[src/hw/rtl/lphm_pkg.sv]
// Shared types and codes for the linear probing hash map.
// Used by the controller, the datapath and the top level; depends on nothing.
package lphm_pkg;

    localparam logic [6:0] LIMIT_MAX   = 7'd100;
    localparam logic [6:0] LIMIT_RESET = 7'd75;

    typedef enum logic [1:0] {
        ACT_INSERT = 2'd0,
        ACT_LOOKUP = 2'd1,
        ACT_REMOVE = 2'd2,
        ACT_NONE   = 2'd3
    } t_action;

    typedef enum logic [2:0] {
        ST_OK      = 3'd0,
        ST_ABSENT  = 3'd1,
        ST_PRESENT = 3'd2,
        ST_FULL    = 3'd3,
        ST_NULL    = 3'd4
    } t_status;

    typedef enum logic [3:0] {
        S_CLEAR,
        S_IDLE,
        S_MOD1,
        S_MOD2,
        S_MOD3,
        S_PRD,
        S_PCHK,
        S_SRD,
        S_SCHK,
        S_SCLR
    } t_state;

    typedef struct packed {
        logic    take;
        logic    clr_step;
        logic    load_home;
        logic    rd_probe;
        logic    probe_step;
        logic    wr_insert;
        logic    wr_remove;
        logic    rd_shift;
        logic    shift_step;
        logic    wr_hole;
        logic    wr_clear;
        logic    done;
        logic    found;
        t_status status;
    } t_cmd;

    typedef struct packed {
        t_action act;
        logic    val_null;
        logic    empty;
        logic    match;
        logic    probe_last;
        logic    full;
        logic    stays;
        logic    shift_end;
        logic    clr_last;
    } t_flags;

endpackage

[src/hw/rtl/lphm_ctrl.sv]
// Controller of the hash map: clearing pass, home slot wait, probe loop and
// backward-shift loop. Uses lphm_pkg; drives the datapath by commands.
module lphm_ctrl (
    input  logic              i_clk,
    input  logic              i_rst_n,
    input  logic              i_start,
    input  lphm_pkg::t_flags  i_flags,
    output lphm_pkg::t_cmd    o_cmd,
    output logic              o_busy
);

    lphm_pkg::t_state r_state;
    lphm_pkg::t_state n_state;

    always_ff @(posedge i_clk) begin
        if (!i_rst_n) begin
            r_state <= lphm_pkg::S_CLEAR;
        end else begin
            r_state <= n_state;
        end
    end

    assign o_busy = (r_state != lphm_pkg::S_IDLE);

    always_comb begin
        n_state      = r_state;
        o_cmd        = '0;
        o_cmd.status = lphm_pkg::ST_OK;
        unique case (r_state)
            lphm_pkg::S_CLEAR: begin
                o_cmd.clr_step = 1'b1;
                if (i_flags.clr_last) begin
                    n_state = lphm_pkg::S_IDLE;
                end
            end
            lphm_pkg::S_IDLE: begin
                if (i_start) begin
                    o_cmd.take = 1'b1;
                    n_state    = lphm_pkg::S_MOD1;
                end
            end
            lphm_pkg::S_MOD1: begin
                priority if (i_flags.act == lphm_pkg::ACT_NONE) begin
                    o_cmd.done = 1'b1;
                    n_state    = lphm_pkg::S_IDLE;
                end else if (i_flags.act == lphm_pkg::ACT_INSERT && i_flags.val_null) begin
                    o_cmd.done   = 1'b1;
                    o_cmd.status = lphm_pkg::ST_NULL;
                    n_state      = lphm_pkg::S_IDLE;
                end else begin
                    n_state = lphm_pkg::S_MOD2;
                end
            end
            lphm_pkg::S_MOD2: begin
                n_state = lphm_pkg::S_MOD3;
            end
            lphm_pkg::S_MOD3: begin
                o_cmd.load_home = 1'b1;
                n_state         = lphm_pkg::S_PRD;
            end
            lphm_pkg::S_PRD: begin
                o_cmd.rd_probe = 1'b1;
                n_state        = lphm_pkg::S_PCHK;
            end
            lphm_pkg::S_PCHK: begin
                if (i_flags.empty || i_flags.match || i_flags.probe_last) begin
                    n_state = lphm_pkg::S_IDLE;
                    unique case (i_flags.act)
                        lphm_pkg::ACT_INSERT: begin
                            o_cmd.done = 1'b1;
                            priority if (i_flags.match) begin
                                o_cmd.status = lphm_pkg::ST_PRESENT;
                            end else if (i_flags.full || !i_flags.empty) begin
                                o_cmd.status = lphm_pkg::ST_FULL;
                            end else begin
                                o_cmd.wr_insert = 1'b1;
                            end
                        end
                        lphm_pkg::ACT_LOOKUP: begin
                            o_cmd.done = 1'b1;
                            if (i_flags.match) begin
                                o_cmd.found = 1'b1;
                            end else begin
                                o_cmd.status = lphm_pkg::ST_ABSENT;
                            end
                        end
                        lphm_pkg::ACT_REMOVE: begin
                            if (i_flags.match) begin
                                o_cmd.wr_remove = 1'b1;
                                n_state         = lphm_pkg::S_SRD;
                            end else begin
                                o_cmd.done   = 1'b1;
                                o_cmd.status = lphm_pkg::ST_ABSENT;
                            end
                        end
                        default: begin
                            o_cmd.done = 1'b1;
                        end
                    endcase
                end else begin
                    o_cmd.probe_step = 1'b1;
                    n_state          = lphm_pkg::S_PRD;
                end
            end
            lphm_pkg::S_SRD: begin
                if (i_flags.shift_end) begin
                    o_cmd.done = 1'b1;
                    n_state    = lphm_pkg::S_IDLE;
                end else begin
                    o_cmd.rd_shift = 1'b1;
                    n_state        = lphm_pkg::S_SCHK;
                end
            end
            lphm_pkg::S_SCHK: begin
                priority if (i_flags.empty) begin
                    o_cmd.done = 1'b1;
                    n_state    = lphm_pkg::S_IDLE;
                end else if (i_flags.stays) begin
                    o_cmd.shift_step = 1'b1;
                    n_state          = lphm_pkg::S_SRD;
                end else begin
                    // move entry back into the hole
                    o_cmd.wr_hole = 1'b1;
                    n_state       = lphm_pkg::S_SCLR;
                end
            end
            lphm_pkg::S_SCLR: begin
                o_cmd.wr_clear = 1'b1;
                n_state        = lphm_pkg::S_SRD;
            end
            default: begin
                n_state = lphm_pkg::S_IDLE;
            end
        endcase
    end

endmodule

[config.mk]
export PLATFORM = sky130hd
export DESIGN_NAME = lphm_ctrl
export DESIGN_NICKNAME = d
export VERILOG_FILES = /design/src/hw/rtl/lphm_pkg.sv /design/src/hw/rtl/lphm_ctrl.sv
export SDC_FILE = /design/constraint.sdc
export NUM_CORES = 1
export LEC_CHECK = 0
export CAP_MARGIN = 20
export CORE_AREA = 5 5 42 44
export CTS_BUF_LIST = sky130_fd_sc_hd__clkbuf_8
export DETAILED_ROUTE_END_ITERATION = 7
export DIE_AREA = 0 0 47 49
export DONT_BUFFER_PORTS = 1
export PLACE_DENSITY = 0.6
export SYNTH_ARGS = -nofsm -noshare
export SYNTH_HDL_FRONTEND = slang
export SYNTH_SLANG_ARGS = --single-unit
[constraint.sdc]
create_clock -name i_clk -period 1.5 [get_ports i_clk]
set_input_delay 0.075 -clock i_clk [delete_from_list [all_inputs] [get_ports i_clk]]
set_output_delay 0.075 -clock i_clk [all_outputs]
set_load 0.02 [all_outputs]
==> metrics.cfg <==
[outcome]
status=finished with violations
violations=negative hold slack

[die]
die_w_um=47
rows=14
start_util=0.400
dieArea_um2=2300
core_area_um2=1400
num_io_pins=30
die_h_um=49

[finish]
design_area_um2=727
area_growth_pct=29.7
largest_reg_flops=4
drive_gt1_frac=0.356
top_regs=r_state x4
final_nets=106
final_util=0.519
antenna_cells=0
top_register=r_state

[power]
power_density_nw_per_um2=593
irDropWorstVdd_v=0.000176
leakage_uw=0.000298

[timing]
timing.fmax_ghz=0.690
fin_crit_ps=1450
setup_tns_ps=0
clock_skew_ps=2.78
finalMaxSlewViolations=0
finalHoldViolCount=1
rsz0062_at_grt=no
slew_headroom=0.729
setup_viol=0
fin_hold_ws_ps=-2.84
period_share=0.966
tightest_slew_ps=406

[critical_path]
critPathRequiredTime_ps=1420
critPathKind=reg -> out
cpPeakStageDelay_ps=370
crit_fanout=9
slowest_stage=dfxtp_4
path_cells=nand4bb_4 -> nor2_2 -> nor4b_2 -> buf_4
crit_arrival_ps=1370
crit_path_end_kind=output port
cp-start-kind=register

[route]
drt_iter0_markers=3
ant_nets=0
wirelength_mm=1.55
drc=0
routed_via_density=5.62
vias=579
wl_per_cell_um=15.0
firstDrtPassIters=4

[clock_network]
cts_buffer_depth=2
htreeDepth=1
clk_pin_slew_ps=30
postCtsSetupBuffers=0
numCtsBuffers=3
cts_tree=built
root_buffer=clkbuf_8
worstSkewPairLatency_ps=220
clock_sinks=4

[synth]
synth_nets=90
syn_inst=73
ys_types=37
synth_area_leaders=dfxtp_1, ha_1, inv_1
synthArstFlopShare=0
synth-seq-cells=4
synth_common_cells=inv_1, nand2_1, nor2_1
yosysTopAreaCell=dfxtp_1
syn_avg_cell_area_um2=7.68
synth_edf_count=0
ys_seq_area_frac=0.143
yosys_warnings=0
syn-cell-area_um2=561
synth_top_area_frac=0.143
ys.flop_type=dfxtp_1

[grt]
grt_usage=0.154
antenna_found_initial=0
grt_start_max_net_pins=14
grt_overflow=0
grt_pass1_wl_mm=2.55
grt_pass1_vias=596

[place]
portBuffers=0
dp_hpwl_mm=1.17
placed_area_um2=657
gp_congestion=0.788

[min_path]
hold_path.class=in -> reg

[flow_run]
maxCapViolCount=0

critical path: cells and delay by family, from the launching register on:
kind / cells / cell delay (ps)
buffers and inverters: 1 / 180
DFF: 1 / 370
and+or+nand+nor: 3 / 610
stage by stage:
step	instances	power [uW]	worst slack [ps]
global placement	99	198	155
floorplan	73	183	7.52
global route	103	455	2.15
CTS	103	440	1.31
finish	103	431	51.6
detailed placement	99	199	138
logic make-up (layout without fill, tap and decap cells):
kind of cell,Yosys count,in the layout,share of synthesized area
adders and majority gates,4,4,0.0893
and+or+nand+nor,38,38,0.484
buffers and inverters,12,26,0.105
DFF,4,4,0.143
AOI/OAI and AO/OA,15,15,0.179
power breakdown:
part	internal, uW	switching, uW
clock network	171	59.0
logic	35.3	45.2
registers	109	10.8
metal layers:
| layer | routed length (um) | share of wire | up-vias | GRT usage |
|---|---|---|---|---|
| met5 | 0 | 0 | - | 0 |
| met4 | 52 | 0.034 | 0 | 0.124 |
| met3 | 112 | 0.072 | 4 | 0.0185 |
| met2 | 736 | 0.48 | 23 | 0.233 |
| met1 | 646 | 0.42 | 263 | 0.185 |
| li1 | - | - | 289 | - |
cells in the final DEF (no fill, tap or decap), drive strengths merged:
master | netlist | routed
o21a | 1 | 1
nor3b | 1 | 1
nor4 | 3 | 3
nor3 | 5 | 5
a31oi | 3 | 3
inv | 8 | 8
nor2b | 1 | 1
a22oi | 1 | 1
dlygate4sd3 | 0 | 1
or2 | 2 | 2
nor2 | 6 | 6
clkbuf | 0 | 3
a21oi | 2 | 2
o21ai | 3 | 3
nand4 | 1 | 1
nand3b | 1 | 1
nand2 | 8 | 8
a21o | 1 | 1
nand2b | 3 | 3
dfxtp | 4 | 4
nand3 | 1 | 1
nand4bb | 1 | 1
a21boi | 1 | 1
ha | 4 | 4
nand4b | 1 | 1
buf | 4 | 14
a2111o | 1 | 1
o41ai | 1 | 1
and3 | 1 | 1
nor4b | 3 | 3
o22ai | 1 | 1
cell type report:
type                    count  area (um^2)
flip-flops and latches      4         90.1
repair buffers             15          115
inverters                   8         30.0
fillers                   152          674
well taps                  16         20.0
clock buffers               3         41.3
multi-input cells          57          430
path summary, 6_finish.rpt:
path	from	endpoint	slack, ps	cells past startpoint
worst max-delay path	r_state[3]	o_cmd[0]	50	4
worst min-delay path	i_rst_n	r_state[0]	-3	2
worst max register to register	r_state[1]	r_state[1]	240	4
worst min register to register	r_state[3]	r_state[0]	540	2
repair_timing:
action / in CTS / in global routing
cloned: 0 / 0
pin swaps: 0 / 2
hold endpoints to repair: 3 / 0
hold buffers: 1 / 0
setup endpoints to repair: 3 / 3
resized for setup: 4 / 4
Power figures use the tool's default switching activity.
